===== config.mk =====
export PLATFORM = sky130hd
export DESIGN_NAME = sensor_average_and_alarm_flat
export DESIGN_NICKNAME = d
export VERILOG_FILES = /design/src/sav_pkg.sv /design/src/sav_sample_if.sv /design/src/sav_result_if.sv /design/src/sensor_average_and_alarm.sv /design/src/flat_wrapper.sv
export SDC_FILE = /design/constraint.sdc
export NUM_CORES = 1
export LEC_CHECK = 0
export ABC_AREA = 1
export BUFFER_PORTS_ARGS = -buffer_cell sky130_fd_sc_hd__clkbuf_2
export CORE_AREA = 2 2 209 211
export DETAILED_ROUTE_END_ITERATION = 12
export DIE_AREA = 0 0 211 213
export GPL_TIMING_DRIVEN = 0
export MAX_ROUTING_LAYER = met4
export PLACE_DENSITY_LB_ADDON = 0.3
export SYNTH_ARGS = -nofsm -noshare
export SYNTH_HDL_FRONTEND = slang
export SYNTH_SLANG_ARGS = --single-unit

===== constraint.sdc =====
create_clock -name clk -period 10.2 [get_ports clk]
set_input_delay 0.51 -clock clk [delete_from_list [all_inputs] [get_ports clk]]
set_output_delay 0.51 -clock clk [all_outputs]
set_load 0.05 [all_outputs]

===== src/sav_pkg.sv =====
package sav_pkg;

  localparam int TEMP_W  = 11;
  localparam int HUMID_W = 10;
  localparam int RAW_W   = 10;
  localparam int PCT_W   = 7;
  localparam int TONE_W  = 11;
  localparam int CFG_IDX_W  = 3;
  localparam int CFG_DATA_W = 11;

  // raw * 100 / 1023
  localparam int PCT_SCALE  = 100;
  localparam int RAW_FULL   = 1023;
  localparam int SCALED_W   = 17;

  localparam logic [TONE_W-1:0] TONE_NONE       = 11'd0;
  localparam logic [TONE_W-1:0] TONE_TEMP       = 11'd1000;
  localparam logic [TONE_W-1:0] TONE_HUMID      = 11'd800;
  localparam logic [TONE_W-1:0] TONE_LIGHT_LOW  = 11'd600;
  localparam logic [TONE_W-1:0] TONE_LIGHT_HIGH = 11'd1200;

  localparam logic signed [TEMP_W-1:0] TEMP_LOW_RST  = 11'sd60;
  localparam logic signed [TEMP_W-1:0] TEMP_HIGH_RST = 11'sd200;
  localparam logic [HUMID_W-1:0]       HUMID_LOW_RST  = 10'd600;
  localparam logic [HUMID_W-1:0]       HUMID_HIGH_RST = 10'd800;
  localparam logic [RAW_W-1:0]         LIGHT_LOW_RST  = 10'd1;
  localparam logic [RAW_W-1:0]         LIGHT_HIGH_RST = 10'd350;

  typedef enum logic [CFG_IDX_W-1:0] {
    CFG_TEMP_LOW   = 3'd0,
    CFG_TEMP_HIGH  = 3'd1,
    CFG_HUMID_LOW  = 3'd2,
    CFG_HUMID_HIGH = 3'd3,
    CFG_LIGHT_LOW  = 3'd4,
    CFG_LIGHT_HIGH = 3'd5
  } cfg_index_t;

endpackage


===== src/sav_sample_if.sv =====
interface sav_sample_if;
  import sav_pkg::*;

  logic                     valid;
  logic                     ready;
  logic signed [TEMP_W-1:0] temp_tenths;
  logic [HUMID_W-1:0]       humid_tenths;
  logic [RAW_W-1:0]         light_raw;

  modport source (output valid, output temp_tenths, output humid_tenths, output light_raw,
                  input ready);
  modport sink   (input valid, input temp_tenths, input humid_tenths, input light_raw,
                  output ready);
endinterface


===== src/sav_result_if.sv =====
interface sav_result_if;
  import sav_pkg::*;

  logic               valid;
  logic               ready;
  logic [PCT_W-1:0]   light_average;
  logic               lamp_red;
  logic               lamp_yellow;
  logic               lamp_green;
  logic [TONE_W-1:0]  tone_hz;

  modport source (output valid, output light_average, output lamp_red, output lamp_yellow,
                  output lamp_green, output tone_hz, input ready);
  modport sink   (input valid, input light_average, input lamp_red, input lamp_yellow,
                  input lamp_green, input tone_hz, output ready);
endinterface


===== src/sensor_average_and_alarm.sv =====
// Sensor average and alarm. Each sample beat (temperature and humidity in tenths, raw
// 10-bit light) gives one result beat: the moving average over WINDOW samples of the
// light scaled to percent (raw*100/1023, truncated), the red, yellow and green lamps,
// and the buzzer tone of the last alarm that hit (temperature, then humidity, then
// light). The block takes one sample per cycle while the result side is not stalled;
// each sample passes through the input register and then the result register, and the
// ring of scaled light values is updated as the sample leaves the input register.
// Limits are written through wr_en/wr_index/wr_data; unknown indexes are ignored.
// Reset clears the ring, the sum and the ring position and loads the default limits.
module sensor_average_and_alarm #(
  parameter int WINDOW = 10
) (
  input  logic                              clk,
  input  logic                              rst,
  input  logic                              wr_en,
  input  logic [sav_pkg::CFG_IDX_W-1:0]     wr_index,
  input  logic [sav_pkg::CFG_DATA_W-1:0]    wr_data,
  sav_sample_if.sink                        sample,
  sav_result_if.source                      result
);
  import sav_pkg::*;

  localparam int SW = $clog2(WINDOW * PCT_SCALE + 1);
  localparam int PW = $clog2(WINDOW);
  localparam int K  = SW + $clog2(WINDOW);
  localparam longint M = ((64'd1 << K) + WINDOW - 1) / WINDOW;
  localparam int MW = $clog2(M + 1);

  // limits
  logic signed [TEMP_W-1:0] temp_low_limit, temp_high_limit;
  logic [HUMID_W-1:0]       humid_low_limit, humid_high_limit;
  logic [RAW_W-1:0]         light_low_limit, light_high_limit;

  always_ff @(posedge clk) begin
    if (rst) begin
      temp_low_limit   <= TEMP_LOW_RST;
      temp_high_limit  <= TEMP_HIGH_RST;
      humid_low_limit  <= HUMID_LOW_RST;
      humid_high_limit <= HUMID_HIGH_RST;
      light_low_limit  <= LIGHT_LOW_RST;
      light_high_limit <= LIGHT_HIGH_RST;
    end else if (wr_en) begin
      unique case (wr_index)
        CFG_TEMP_LOW:   temp_low_limit   <= wr_data[TEMP_W-1:0];
        CFG_TEMP_HIGH:  temp_high_limit  <= wr_data[TEMP_W-1:0];
        CFG_HUMID_LOW:  humid_low_limit  <= wr_data[HUMID_W-1:0];
        CFG_HUMID_HIGH: humid_high_limit <= wr_data[HUMID_W-1:0];
        CFG_LIGHT_LOW:  light_low_limit  <= wr_data[RAW_W-1:0];
        CFG_LIGHT_HIGH: light_high_limit <= wr_data[RAW_W-1:0];
        default: ;
      endcase
    end
  end

  // handshake
  logic s1_valid;
  logic out_valid;
  logic out_en;
  logic s1_move;
  logic in_take;

  assign out_en       = !out_valid || result.ready;
  assign s1_move      = s1_valid && out_en;
  assign sample.ready = !s1_valid || out_en;
  assign in_take      = sample.valid && sample.ready;

  // input register
  logic signed [TEMP_W-1:0] s1_temp;
  logic [HUMID_W-1:0]       s1_humid;
  logic [RAW_W-1:0]         s1_raw;

  always_ff @(posedge clk) begin
    if (rst) begin
      s1_valid <= 1'b0;
    end else if (in_take) begin
      s1_valid <= 1'b1;
    end else if (s1_move) begin
      s1_valid <= 1'b0;
    end
  end

  always_ff @(posedge clk) begin
    if (in_take) begin
      s1_temp  <= sample.temp_tenths;
      s1_humid <= sample.humid_tenths;
      s1_raw   <= sample.light_raw;
    end
  end

  // scale: x = raw*100, x/1023 = x>>10 plus one correction
  logic [SCALED_W-1:0] scaled;
  logic [PCT_W-1:0]    pct_q0;
  logic [RAW_W:0]      pct_rem;
  logic [PCT_W-1:0]    pct;

  always_comb begin
    scaled  = SCALED_W'(s1_raw) * SCALED_W'(PCT_SCALE);
    pct_q0  = scaled[SCALED_W-1:RAW_W];
    pct_rem = {1'b0, scaled[RAW_W-1:0]} + (RAW_W+1)'(pct_q0);
    pct     = pct_q0 + PCT_W'(pct_rem >= (RAW_W+1)'(RAW_FULL));
  end

  // ring
  logic [PCT_W-1:0] light_ring [WINDOW];
  logic [SW-1:0]    light_sum;
  logic [SW-1:0]    light_sum_next;
  logic [PW-1:0]    ring_position;
  logic [PW-1:0]    ring_position_next;

  always_comb begin
    light_sum_next = light_sum - SW'(light_ring[ring_position]) + SW'(pct);
    ring_position_next = (ring_position == PW'(WINDOW - 1)) ? '0 : ring_position + 1'b1;
  end

  always_ff @(posedge clk) begin
    if (rst) begin
      for (int i = 0; i < WINDOW; i++) light_ring[i] <= '0;
      light_sum     <= '0;
      ring_position <= '0;
    end else if (s1_move) begin
      light_ring[ring_position] <= pct;
      light_sum     <= light_sum_next;
      ring_position <= ring_position_next;
    end
  end

  // sum / WINDOW by reciprocal
  logic [SW+MW-1:0] avg_prod;
  logic [PCT_W-1:0] avg;

  always_comb begin
    avg_prod = (SW+MW)'(light_sum_next) * (SW+MW)'(M);
    avg      = PCT_W'(avg_prod >> K);
  end

  // alarms
  logic              temp_bad, humid_bad, light_low, light_high;
  logic              red, yellow, green;
  logic [TONE_W-1:0] tone;

  always_comb begin
    temp_bad   = (s1_temp < temp_low_limit) || (s1_temp > temp_high_limit);
    humid_bad  = (s1_humid < humid_low_limit) || (s1_humid > humid_high_limit);
    light_low  = s1_raw < light_low_limit;
    light_high = !light_low && (s1_raw > light_high_limit);
    red    = temp_bad || light_high;
    yellow = humid_bad || light_low;
    green  = !light_low && !light_high;
    priority if (light_low)  tone = TONE_LIGHT_LOW;
    else if (light_high)     tone = TONE_LIGHT_HIGH;
    else if (humid_bad)      tone = TONE_HUMID;
    else if (temp_bad)       tone = TONE_TEMP;
    else                     tone = TONE_NONE;
  end

  // result register
  logic [PCT_W-1:0]  out_avg;
  logic              out_red, out_yellow, out_green;
  logic [TONE_W-1:0] out_tone;

  always_ff @(posedge clk) begin
    if (rst) begin
      out_valid <= 1'b0;
    end else if (out_en) begin
      out_valid <= s1_valid;
    end
  end

  always_ff @(posedge clk) begin
    if (s1_move) begin
      out_avg    <= avg;
      out_red    <= red;
      out_yellow <= yellow;
      out_green  <= green;
      out_tone   <= tone;
    end
  end

  assign result.valid         = out_valid;
  assign result.light_average = out_avg;
  assign result.lamp_red      = out_red;
  assign result.lamp_yellow   = out_yellow;
  assign result.lamp_green    = out_green;
  assign result.tone_hz       = out_tone;

  a_stall_blocks_input: assert property (@(posedge clk) disable iff (rst)
    (s1_valid && out_valid && !result.ready) |-> !sample.ready)
    else $error("sample taken while both stages are stalled");

  a_green_no_light_tone: assert property (@(posedge clk) disable iff (rst)
    (result.valid && result.lamp_green) |->
      (result.tone_hz != TONE_LIGHT_LOW && result.tone_hz != TONE_LIGHT_HIGH))
    else $error("green lamp with a light alarm tone");

  a_sum_bound: assert property (@(posedge clk) disable iff (rst)
    light_sum <= SW'(WINDOW * PCT_SCALE))
    else $error("light sum beyond window maximum");

  a_pos_bound: assert property (@(posedge clk) disable iff (rst)
    s1_move |=> (ring_position == $past(ring_position_next)) &&
                (ring_position <= PW'(WINDOW - 1)))
    else $error("ring position out of step");

endmodule


===== src/flat_wrapper.sv =====
// flat-port wrapper written by rule: the top's interface ports become plain ports
module sensor_average_and_alarm_flat import sav_pkg::*;
#(
  parameter int WINDOW = 10
)
  (clk, rst, wr_en, wr_index, wr_data, sample_valid, sample_temp_tenths, sample_humid_tenths, sample_light_raw, sample_ready, result_valid, result_light_average, result_lamp_red, result_lamp_yellow, result_lamp_green, result_tone_hz, result_ready);
  sav_sample_if sample_i ();
  sav_result_if result_i ();
  input  logic clk;
  input  logic rst;
  input  logic wr_en;
  input  logic [sav_pkg::CFG_IDX_W-1:0] wr_index;
  input  logic [sav_pkg::CFG_DATA_W-1:0] wr_data;
  input wire logic [$bits(sample_i.valid)-1:0] sample_valid;
  input wire logic [$bits(sample_i.temp_tenths)-1:0] sample_temp_tenths;
  input wire logic [$bits(sample_i.humid_tenths)-1:0] sample_humid_tenths;
  input wire logic [$bits(sample_i.light_raw)-1:0] sample_light_raw;
  output wire logic [$bits(sample_i.ready)-1:0] sample_ready;
  output wire logic [$bits(result_i.valid)-1:0] result_valid;
  output wire logic [$bits(result_i.light_average)-1:0] result_light_average;
  output wire logic [$bits(result_i.lamp_red)-1:0] result_lamp_red;
  output wire logic [$bits(result_i.lamp_yellow)-1:0] result_lamp_yellow;
  output wire logic [$bits(result_i.lamp_green)-1:0] result_lamp_green;
  output wire logic [$bits(result_i.tone_hz)-1:0] result_tone_hz;
  input wire logic [$bits(result_i.ready)-1:0] result_ready;
  assign sample_i.valid = sample_valid;
  assign sample_i.temp_tenths = sample_temp_tenths;
  assign sample_i.humid_tenths = sample_humid_tenths;
  assign sample_i.light_raw = sample_light_raw;
  assign sample_ready = sample_i.ready;
  assign result_valid = result_i.valid;
  assign result_light_average = result_i.light_average;
  assign result_lamp_red = result_i.lamp_red;
  assign result_lamp_yellow = result_i.lamp_yellow;
  assign result_lamp_green = result_i.lamp_green;
  assign result_tone_hz = result_i.tone_hz;
  assign result_i.ready = result_ready;
  sensor_average_and_alarm #(.WINDOW(WINDOW)) u_core (.clk(clk), .rst(rst), .wr_en(wr_en), .wr_index(wr_index), .wr_data(wr_data), .sample(sample_i), .result(result_i));
endmodule

==> metrics.csv, run 1 <==
stage;metric;value;unit
outcome;outcome;finished, violations left;
outcome;failing checks;setup timing;
critical_path;CP startpoint kind;flip-flop;
timing;final worst slack;-0.320;ns
clock_network;CTS clock-pin slew for the worst setup and hold paths;0.07;ns
critical_path;Worst Reg2Reg Path Length in Cells;59;
grt;vias in the first global route;11100;
logic_synthesis;mux share of post-synthesis cell area;0.0189;
clock_network;clk root buf;clkbuf_16;
critical_path;Critical-path top delay cell;fa_2;
clock_network;CTS tree;built;
finish;Fill cells;4094;
hold_path;WHS Path Cells;1;
timing;Finish-stage setup viols;5;
timing;Clock Skews;0.0393;ns
place;Buffers on Ports;69;
finish;leading cell types in the layout, fill and taps excluded;inv_1, nand2_1, edfxtp_1;
finish;multi-input logic area;7630;um^2
logic_synthesis;combinational family with the most area after synthesis;adder cells;
timing;slew of the pin with the lowest slew margin;1.39;ns
clock_network;clk sink count;242;
logic_synthesis;Post-synth EDFFs;160;
logic_synthesis;register bit total from synthesis;242;
floorplanning;Starting Density;0.348;
timing;final period utilization;1.03;
floorplanning;IO Pins;73;
logic_synthesis;synth top area cells;edfxtp_1, ha_1, dfxtp_1;
logic_synthesis;Cell variety after synth;55;
finish;register area;6450;um^2
finish;NumNets Final;1981;
timing;f_max;0.0951;GHz
timing;fin crit period;10.52;ns
logic_synthesis;Ys Warns;0;
logic_synthesis;post-synth top area share;0.324;
finish;P&R area growth vs syn;19.2;%
place;Post-DP HPWL;26800;um
logic_synthesis;top_reg_cell synth;edfxtp_1;
critical_path;Max FO, Critical Path;4;
timing;Slew HR;0.0659;
logic_synthesis;synthesized area;14800;um^2
clock_network;cts bufs inserted;27;
logic_synthesis;cell taking the most area after synthesis;edfxtp_1;
logic_synthesis;post-synthesis simple-gate area fraction;0.133;
clock_network;clk_lat worst skew;0.57;ns
logic_synthesis;synthesized instance count;1572;
timing;max-slew violation count;0;
grt;first-pass GRT wire length;57900;um
timing;Hold Vio Cnt, Final;0;
clock_network;CTS Buffer Depth;3;
floorplanning;Cell Rows;76;
logic_synthesis;Async SR Flop Fraction;0;
grt;initial antenna violation count;1;
timing;RSZ-0062 raised after global routing;yes;
hold_path;Hold Crit Endpoint;u_core.s1_temp[6]$_DFFE_PP_;
finish;layout cell share with drive strength beyond 1;0.175;
floorplanning;DIE HEIGHT;213;um
place;routability cong.;0.894;
drt;DRT Pass-1 Iters;5;
critical_path;R2R Path Start;u_core.s1_raw[4]$_DFFE_PP_;
grt;largest net degree at the start of global routing;32;
drt;DR WL/cell;15.9;um
logic_synthesis;Post-Synth XOR/XNOR Area;0.0155;
drt;DR vias;11300;
grt;GRT overflow;0;
drt;WL final;36400;um
grt;total track usage;0.169;
drt;DRT iter0 DRCs;614;
hold_path;worst hold path type;input pin to flip-flop;
hold_path;Worst Hold Launch;sample_temp_tenths[6];
clock_network;H-tree depth;1;
floorplanning;Core Region;42700;um^2
critical_path;CP endpoint kind;flip-flop;
place;Inst Count DP;2189;
finish;commonest non-fill, non-tap cell in the layout;inv_1;
logic_synthesis;part of the Yosys area used for sequential elements;0.434;
critical_path;R2R Setup Slk;-0.32;ns
critical_path;critical setup path kind;flip-flop to flip-flop;
flow_run;maxcap violations;0;
logic_synthesis;complex-gate fraction of the synthesized area;0.115;
drt;remaining antenna violation count;0;
logic_synthesis;Syn Area/Cell;9.44;um^2
critical_path;CP peak stage delay;0.51;ns
drt;DR DRC count;0;
floorplanning;Die ar.;44900;um^2
floorplanning;Die Width;211;um
critical_path;Reg-to-Reg End;u_core.result.light_average[3]$_DFFE_PP_;
critical_path;CP arrival;10.84;ns
critical_path;worst path required time;10.52;ns
critical_path;cell mode on critical path;inv_2;
finish;Post-Layout Cell Count;2290;
drt;drt via density;4.92;
logic_synthesis;Post-Synth Adder-Cell Area;0.197;
## critical path: cells and delay by family, from the launching register on
| family | cells | cell delay, ns |
|---|---|---|
| flops | 1 | 0.45 |
| xor+xnor | 2 | 0.26 |
| compound gates | 4 | 0.44 |
| fa+ha+maj | 16 | 5.61 |
| buf+inv | 10 | 0.64 |
| simple gates | 27 | 2.91 |
## cells in the mapped netlist, drive strengths merged (4+ instances only)
cell / count
o22ai: 5
a21oi: 122
nand2: 197
nand3b: 4
xor2: 16
or2: 4
a31oi: 5
nand3: 54
edfxtp: 160
xnor2: 6
nand4: 17
o21bai: 4
fa: 41
mux2i: 28
nor2: 142
ha: 168
inv: 291
o21ai: 103
buf: 11
dfxtp: 82
clkbuf: 29
o211ai: 53
nor3: 12
## cell type report
type	instances	area share
well taps	546	0.0386
clock buffers	34	0.0426
repair buffers	119	0.0410
diodes	1	0.000141
multi-input cells	1000	0.432
plain buffers	40	0.00983
clock inverters	16	0.00955
inverters	292	0.0622
flip-flops and latches	242	0.364
## cells by family (layout without fill, tap and decap cells)
group,after synthesis,count (layout)
and+or+nand+nor,436,436
buffers and inverters,332,501
AOI/OAI and AO/OA,302,302
DFF,242,242
adders and majority gates,209,209
muxes,28,28
xor gates and xnor gates,22,22
other,1,4
## through the flow
| stage | instance area, um^2 | hold slack, ns | setup WS [ns] | setup TNS (ns) | util |
|---|---|---|---|---|---|
| floorplan | 15000 | 0.429 | -0.0301 | -0.0301 | - |
| global placement | 16000 | 0.442 | -0.860 | -4.34 | 0.375 |
| detailed placement | 16000 | 0.445 | -0.929 | -4.87 | 0.375 |
| CTS | 17300 | 0.108 | -0.229 | -0.698 | 0.406 |
| global route | 17700 | 0.117 | -0.837 | -4.50 | 0.414 |
| finish | 17700 | 0.131 | -0.320 | -1.12 | 0.414 |
## worst max-delay path by stage
stage / from / endpoint / cells past startpoint
final: u_core.s1_raw[4]$_DFFE_PP_ / u_core.result.light_average[3]$_DFFE_PP_ / 59
after CTS: u_core.s1_raw[4]$_DFFE_PP_ / u_core.result.light_average[6]$_DFFE_PP_ / 57
after global placement: u_core.s1_raw[4]$_DFFE_PP_ / u_core.result.light_average[6]$_DFFE_PP_ / 58
after floorplan: u_core.s1_raw[6]$_DFFE_PP_ / u_core.result.light_average[6]$_DFFE_PP_ / 59
after global routing: u_core.s1_raw[4]$_DFFE_PP_ / u_core.result.light_average[6]$_DFFE_PP_ / 60
after detailed placement: u_core.s1_raw[3]$_DFFE_PP_ / u_core.result.light_average[6]$_DFFE_PP_ / 60
## repair_timing
item / 4_1_cts / 5_1_grt
hold buffers: 0 / 0
pin swaps: 51 / 45
buffers inserted: 29 / 21
gates resized for setup: 47 / 49
endpoints found under the setup margin: 7 / 7
## layer usage
layer / GRT usage / vias up / routed length (um)
met3: 0.0228 / 64 / 1880
met4: 0.0500 / 0 / 886
li1: - / 5561 / -
met1: 0.214 / 5377 / 16100
met2: 0.282 / 271 / 17500
met5: - / - / 0
## flip-flops by register name, indices dropped and copies added, names as in the netlist, 4 cells and up, named ones only
| register | cells |
|---|---|
| u_core.humid_high_limit | 10 |
| u_core.humid_low_limit | 10 |
| u_core.light_high_limit | 10 |
| u_core.light_low_limit | 10 |
| u_core.light_ring | 112 |
| u_core.light_sum | 10 |
| u_core.result.light_average | 7 |
| u_core.result.tone_hz | 7 |
| u_core.ring_position | 4 |
| u_core.s1_humid | 10 |
| u_core.s1_raw | 10 |
| u_core.s1_temp | 11 |
| u_core.temp_high_limit | 11 |
| u_core.temp_low_limit | 11 |
Power of run 1 is not shown: default switching activity piles up to over one toggle a cycle in this logic, so the estimate is an artifact.
==> run 2: changes to the inputs <==
--- a/config.mk
+++ b/config.mk
@@ -7,9 +7,9 @@
 export LEC_CHECK = 0
 export ABC_AREA = 1
 export BUFFER_PORTS_ARGS = -buffer_cell sky130_fd_sc_hd__clkbuf_2
-export CORE_AREA = 2 2 209 211
+export CORE_AREA = 2 2 179 181
 export DETAILED_ROUTE_END_ITERATION = 12
-export DIE_AREA = 0 0 211 213
+export DIE_AREA = 0 0 181 183
 export GPL_TIMING_DRIVEN = 0
 export MAX_ROUTING_LAYER = met4
 export PLACE_DENSITY_LB_ADDON = 0.3
==> run 2 against run 1 <==
  * Wire length down 0.19%
  * Highest routed layer unchanged
  * The flow still finishes with violations (setup timing)
  * Flip-flop and latch count did not move
  * Utilization up 15 points
==> metrics.csv, run 2 (synthesis gave the netlist of run 1 again) <==
stage;metric;value;unit
critical_path;Worst Setup SP;u_core.s1_raw[3]$_DFFE_PP_;
floorplanning;Starting Density;0.475;
timing;RSZ-0062 raised after global routing;yes;
finish;max FFs per register;112;
floorplanning;Die ar.;33100;um^2
drt;Met1 Wirelength;15800;um
drt;Max Used Layer;met4;
critical_path;critical setup path kind;flip-flop to flip-flop;
critical_path;CP startpoint kind;flip-flop;
clock_network;CTS tree;built;
drt;WL met2;17500;um
drt;DRT Pass-1 Iters;5;
timing;f_max;0.0950;GHz
critical_path;CP endpoint kind;flip-flop;
finish;P&R area growth vs syn;19.2;%
clock_network;CTS hold repair buffers;0;
place;Buffers on Ports;69;
drt;DR WL/cell;16.9;um
place;routability cong.;0.868;
clock_network;clk_lat worst skew;0.54;ns
outcome;failing checks;setup timing;
critical_path;R2R Setup Slk;-0.33;ns
floorplanning;DIE HEIGHT;183;um
critical_path;CP arrival;10.82;ns
grt;vias in the first global route;11200;
critical_path;Max FO, Critical Path;6;
hold_path;worst hold path type;input pin to flip-flop;
grt;first-pass GRT wire length;57700;um
clock_network;CTS clock-pin slew for the worst setup and hold paths;0.06;ns
timing;max-slew violation count;0;
critical_path;worst path required time;10.49;ns
timing;Finish-stage setup viols;7;
clock_network;CTS Buffer Depth;3;
grt;largest net degree at the start of global routing;32;
finish;commonest non-fill, non-tap cell in the layout;inv_1;
floorplanning;IO Pins;73;
finish;leading cell types in the layout, fill and taps excluded;inv_1, nand2_1, edfxtp_1;
timing;fin crit period;10.53;ns
flow_run;maxcap violations;0;
drt;DRT iter0 DRCs;595;
timing;slew of the pin with the lowest slew margin;1.36;ns
critical_path;CP peak stage delay;0.51;ns
timing;final period utilization;1.03;
grt;initial antenna violation count;0;
clock_network;clk sink count;242;
critical_path;Reg-to-Reg End;u_core.result.light_average[6]$_DFFE_PP_;
floorplanning;Die Width;181;um
critical_path;R2R Path Start;u_core.s1_raw[3]$_DFFE_PP_;
drt;WL final;36300;um
floorplanning;Core Region;31200;um^2
grt;total track usage;0.225;
finish;Finished Cell Area;17700;um^2
timing;Slew HR;0.0892;
clock_network;H-tree depth;1;
finish;layout cell share with drive strength beyond 1;0.182;
place;Post-DP HPWL;26500;um
critical_path;timing endpoint of the critical path;u_core.result.light_average[6]$_DFFE_PP_;
timing;Clock Skews;0.0146;ns
drt;DR WL met3;1950;um
clock_network;cts bufs inserted;26;
timing;final worst slack;-0.331;ns
drt;DR vias;11500;
outcome;outcome;finished, violations left;
finish;ANT cells;0;
drt;DR DRC count;0;
finish;largest reg by FF count;u_core.light_ring;
finish;NumNets Final;1988;
critical_path;Critical-path top delay cell;fa_2;
floorplanning;Cell Rows;65;
timing;Hold Vio Cnt, Final;0;
drt;drt via density;5.33;
grt;GRT overflow;0;
drt;remaining antenna violation count;0;
critical_path;Worst Reg2Reg Path Length in Cells;58;
clock_network;clk root buf;clkbuf_16;
place;placed instance area;15800;um^2
run 2: worst min-delay path by stage:
stage / startpoint / endpoint / slack [ns] / cells past startpoint
final: sample_humid_tenths[0] / u_core.s1_humid[0]$_DFFE_PP_ / 0.14 / 1
after floorplan: u_core.light_low_limit[0]$_SDFFE_PP1P_ / u_core.light_low_limit[0]$_SDFFE_PP1P_ / 0.43 / 2
after global routing: sample_temp_tenths[3] / u_core.s1_temp[3]$_DFFE_PP_ / 0.12 / 1
after CTS: sample_light_raw[9] / u_core.s1_raw[9]$_DFFE_PP_ / 0.12 / 1
after detailed placement: u_core.light_low_limit[3]$_SDFFE_PP0P_ / u_core.light_low_limit[3]$_SDFFE_PP0P_ / 0.45 / 2
after global placement: u_core.light_high_limit[5]$_SDFFE_PP0P_ / u_core.light_high_limit[5]$_SDFFE_PP0P_ / 0.45 / 2
run 2: critical path, delay by kind of cell, from the launching register on:
family	cells	cell delay (ns)
AOI/OAI and AO/OA	5	0.58
xor gates and xnor gates	1	0.17
adders and majority gates	16	5.55
buffers and inverters	10	0.55
DFF	1	0.49
and+or+nand+nor	26	2.97
run 2: cell type report:
| cell class | count | area (um^2) |
|---|---|---|
| repair buffers | 127 | 828 |
| multi-input cells | 1000 | 7740 |
| plain buffers | 40 | 174 |
| inverters | 292 | 1100 |
| well taps | 402 | 503 |
| clock buffers | 31 | 679 |
| fillers | 2717 | 13500 |
| clock inverters | 17 | 223 |
| flip-flops and latches | 242 | 6450 |
run 2: per-layer routing:
| layer | GRT usage | vias to the layer above |
|---|---|---|
| met4 | 0.0693 | 0 |
| met2 | 0.376 | 327 |
| met5 | - | - |
| met3 | 0.0294 | 85 |
| li1 | - | 5590 |
| met1 | 0.287 | 5453 |
run 2: repair_timing:
action                     4_1_cts  5_1_grt
setup endpoints to repair        7        7
gates resized for setup         63       49
gates cloned                     0        0
buffers inserted                34       24
pin swaps                       64       51
run 2: metrics by stage:
stage	setup TNS, ns	hold slack [ns]	instances	utilization	setup WS, ns
global placement	-4.27	0.446	2045	0.507	-0.841
detailed placement	-5.46	0.450	2045	0.507	-0.995
global route	-4.50	0.124	2151	0.567	-0.763
finish	-1.81	0.142	2151	0.567	-0.331
floorplan	-0.0301	0.429	1574	-	-0.0301
CTS	-1.41	0.122	2127	0.552	-0.391
Power of run 2 is left out for the same reason.
==> run 3: changes to the inputs <==
--- a/config.mk
+++ b/config.mk
@@ -5,11 +5,11 @@
 export SDC_FILE = /design/constraint.sdc
 export NUM_CORES = 1
 export LEC_CHECK = 0
-export ABC_AREA = 1
+export ABC_AREA = 0
 export BUFFER_PORTS_ARGS = -buffer_cell sky130_fd_sc_hd__clkbuf_2
-export CORE_AREA = 2 2 179 181
+export CORE_AREA = 2 2 176 178
 export DETAILED_ROUTE_END_ITERATION = 12
-export DIE_AREA = 0 0 181 183
+export DIE_AREA = 0 0 178 180
 export GPL_TIMING_DRIVEN = 0
 export MAX_ROUTING_LAYER = met4
 export PLACE_DENSITY_LB_ADDON = 0.3
==> run 3 against run 2 <==
  * The flow still finishes with violations (setup timing)
  * Area after synthesis down 3.3%
  * Die area down 3.3%
  * Setup slack worse by 1.2 ns
  * Via count down 13%
  * Cell area decreased by 5.2%
  * Cell count fell by 13%
  * Flip-flop and latch count did not move
  * First-iteration DRC count shrank 0.67%
  * Highest routed layer unchanged
==> metrics.csv, run 3 <==
stage;metric;value;unit
finish;leading cell types in the layout, fill and taps excluded;inv_1, edfxtp_1, ha_1;
finish;P&R area growth vs syn;16.9;%
drt;DRT iter0 DRCs;591;
finish;largest reg by FF count;u_core.light_ring;
logic_synthesis;synthesized instance count;1321;
finish;Finished Cell Area;16800;um^2
drt;drt via density;5.30;
drt;DR WL met3;1750;um
finish;ANT cells;0;
finish;Post-Layout Cell Count;1872;
place;Buffers on Ports;68;
logic_synthesis;synthesized area;14400;um^2
critical_path;CP arrival;12.11;ns
timing;final worst slack;-1.54;ns
critical_path;worst path required time;10.57;ns
timing;Hold Vio Cnt, Final;0;
place;Inst Count DP;1787;
critical_path;Critical-path top delay cell;fa_1;
clock_network;CTS hold repair buffers;0;
logic_synthesis;top_reg_cell synth;edfxtp_1;
critical_path;WP buf/inv;10;
clock_network;CTS tree;built;
drt;DR DRC count;0;
timing;final period utilization;1.15;
logic_synthesis;synth top area cells;edfxtp_1, ha_1, dfxtp_1;
timing;Clock Skews;0.0364;ns
critical_path;CP peak stage delay;0.54;ns
drt;remaining antenna violation count;0;
logic_synthesis;post-synth top area share;0.335;
logic_synthesis;Post-synth EDFFs;160;
place;placed instance area;15400;um^2
drt;WL final;32600;um
timing;RSZ-0062 raised after global routing;yes;
clock_network;CTS clock-pin slew for the worst setup and hold paths;0.06;ns
critical_path;CP endpoint kind;flip-flop;
floorplanning;Starting Density;0.475;
finish;max FFs per register;112;
logic_synthesis;Ys Warns;0;
logic_synthesis;most numerous cell in the Yosys netlist;inv_1;
grt;vias in the first global route;9896;
drt;DR vias;9917;
clock_network;H-tree depth;1;
floorplanning;Die Width;178;um
finish;Fill cells;2550;
floorplanning;Die ar.;32000;um^2
timing;fin crit period;11.74;ns
timing;Finish-stage setup viols;7;
logic_synthesis;Async SR Flop Fraction;0;
floorplanning;IO Pins;73;
place;routability cong.;0.888;
logic_synthesis;synth cell count leaders;inv_1, ha_1, edfxtp_1, nand2_1, nor2_1;
critical_path;critical setup path kind;flip-flop to flip-flop;
logic_synthesis;part of the Yosys area used for sequential elements;0.449;
grt;GRT overflow;0;
critical_path;Max FO, Critical Path;7;
finish;commonest non-fill, non-tap cell in the layout;inv_1;
finish;NumNets Final;1714;
drt;WL met2;16100;um
logic_synthesis;register bit total from synthesis;242;
clock_network;CTS Buffer Depth;3;
flow_run;maxcap violations;0;
clock_network;clk root buf;clkbuf_16;
floorplanning;Cell Rows;64;
drt;DRT Pass-1 Iters;5;
finish;layout cell share with drive strength beyond 1;0.186;
outcome;failing checks;setup timing;
drt;Met1 Wirelength;14000;um
place;Post-DP HPWL;24100;um
timing;f_max;0.0852;GHz
hold_path;worst hold path type;input pin to flip-flop;
clock_network;clk sink count;242;
drt;DR WL/cell;17.4;um
logic_synthesis;Syn Area/Cell;10.9;um^2
floorplanning;Core Region;30200;um^2
timing;slew of the pin with the lowest slew margin;0.957;ns
critical_path;CP startpoint kind;flip-flop;
grt;total track usage;0.210;
timing;Post-Route Setup TNS;-9.31;ns
timing;max-slew violation count;0;
floorplanning;DIE HEIGHT;180;um
clock_network;clk_lat worst skew;0.55;ns
critical_path;cell family with most CP delay;adder cells;
logic_synthesis;Cell variety after synth;66;
logic_synthesis;cell taking the most area after synthesis;edfxtp_1;
grt;largest net degree at the start of global routing;32;
clock_network;cts bufs inserted;27;
drt;Max Used Layer;met4;
outcome;outcome;finished, violations left;
grt;first-pass GRT wire length;51600;um
timing;Slew HR;0.362;
grt;initial antenna violation count;0;
## run 3: cell count changes after synthesis, sizes merged, moves of 12 or more
cell / before / now
nand3: 54 / 8
o211ai: 53 / 5
a211o: 0 / 12
nor2b: 0 / 18
inv: 291 / 178
nand2: 197 / 137
mux2i: 28 / 6
nand2b: 0 / 22
o21ai: 103 / 36
mux4: 0 / 35
xnor2: 6 / 19
a21oi: 122 / 74
## run 3: logic make-up after synthesis
| logic type | after synthesis | synth area share |
|---|---|---|
| AND/OR/NAND/NOR | 390 | 0.126 |
| flip-flops | 242 | 0.449 |
| buffers and inverters | 220 | 0.0599 |
| adder cells (fa/ha/maj) | 209 | 0.204 |
| AO/OA/AOI/OAI | 192 | 0.0861 |
| multiplexers | 41 | 0.0591 |
| XOR/XNOR | 26 | 0.0159 |
| other | 1 | 0.000261 |
## run 3: routing by layer
layer | vias to the layer above | GRT usage
li1 | 4836 | -
met1 | 4806 | 0.264
met2 | 227 | 0.353
met3 | 48 | 0.0349
met4 | 0 | 0.0525
met5 | - | -
## run 3: cell type report
class / count / area (um^2) / area share
Buffer: 41 / 186 / 0.0111
Timing Repair Buffer: 104 / 611 / 0.0364
Tap cell: 396 / 495 / 0.0295
Clock inverter: 21 / 210 / 0.0125
Inverter: 178 / 668 / 0.0398
Clock buffer: 29 / 683 / 0.0407
Multi-Input combinational cell: 861 / 7480 / 0.446
Sequential cell: 242 / 6450 / 0.384
## run 3: what timing repair did
action                     4_1_cts  5_1_grt
setup endpoints to repair        7        7
setup buffers                   26       11
resized for setup               32       15
pin swaps                       35       17
## run 3: path summary, 6_finish.rpt
kind,cells past startpoint,slack (ns),startpoint,end
hold / removal,1,0.13,sample_light_raw[1],u_core.s1_raw[1]$_DFFE_PP_
hold reg to reg,2,0.46,u_core.humid_high_limit[4]$_SDFFE_PP0P_,u_core.humid_high_limit[4]$_SDFFE_PP0P_
setup reg to reg,51,-1.54,u_core.s1_raw[5]$_DFFE_PP_,u_core.result.light_average[6]$_DFFE_PP_
setup / recovery,51,-1.54,u_core.s1_raw[5]$_DFFE_PP_,u_core.result.light_average[6]$_DFFE_PP_
## run 3: through the flow
step	util	setup WS [ns]	hold slack [ns]
final	0.556	-1.54	0.135
after global routing	0.556	-2.01	0.116
after CTS	0.551	-1.51	0.115
after detailed placement	0.509	-2.42	0.447
after global placement	0.509	-2.13	0.443
after floorplan	-	-0.993	0.436
Power of run 3 is left out for the same reason.
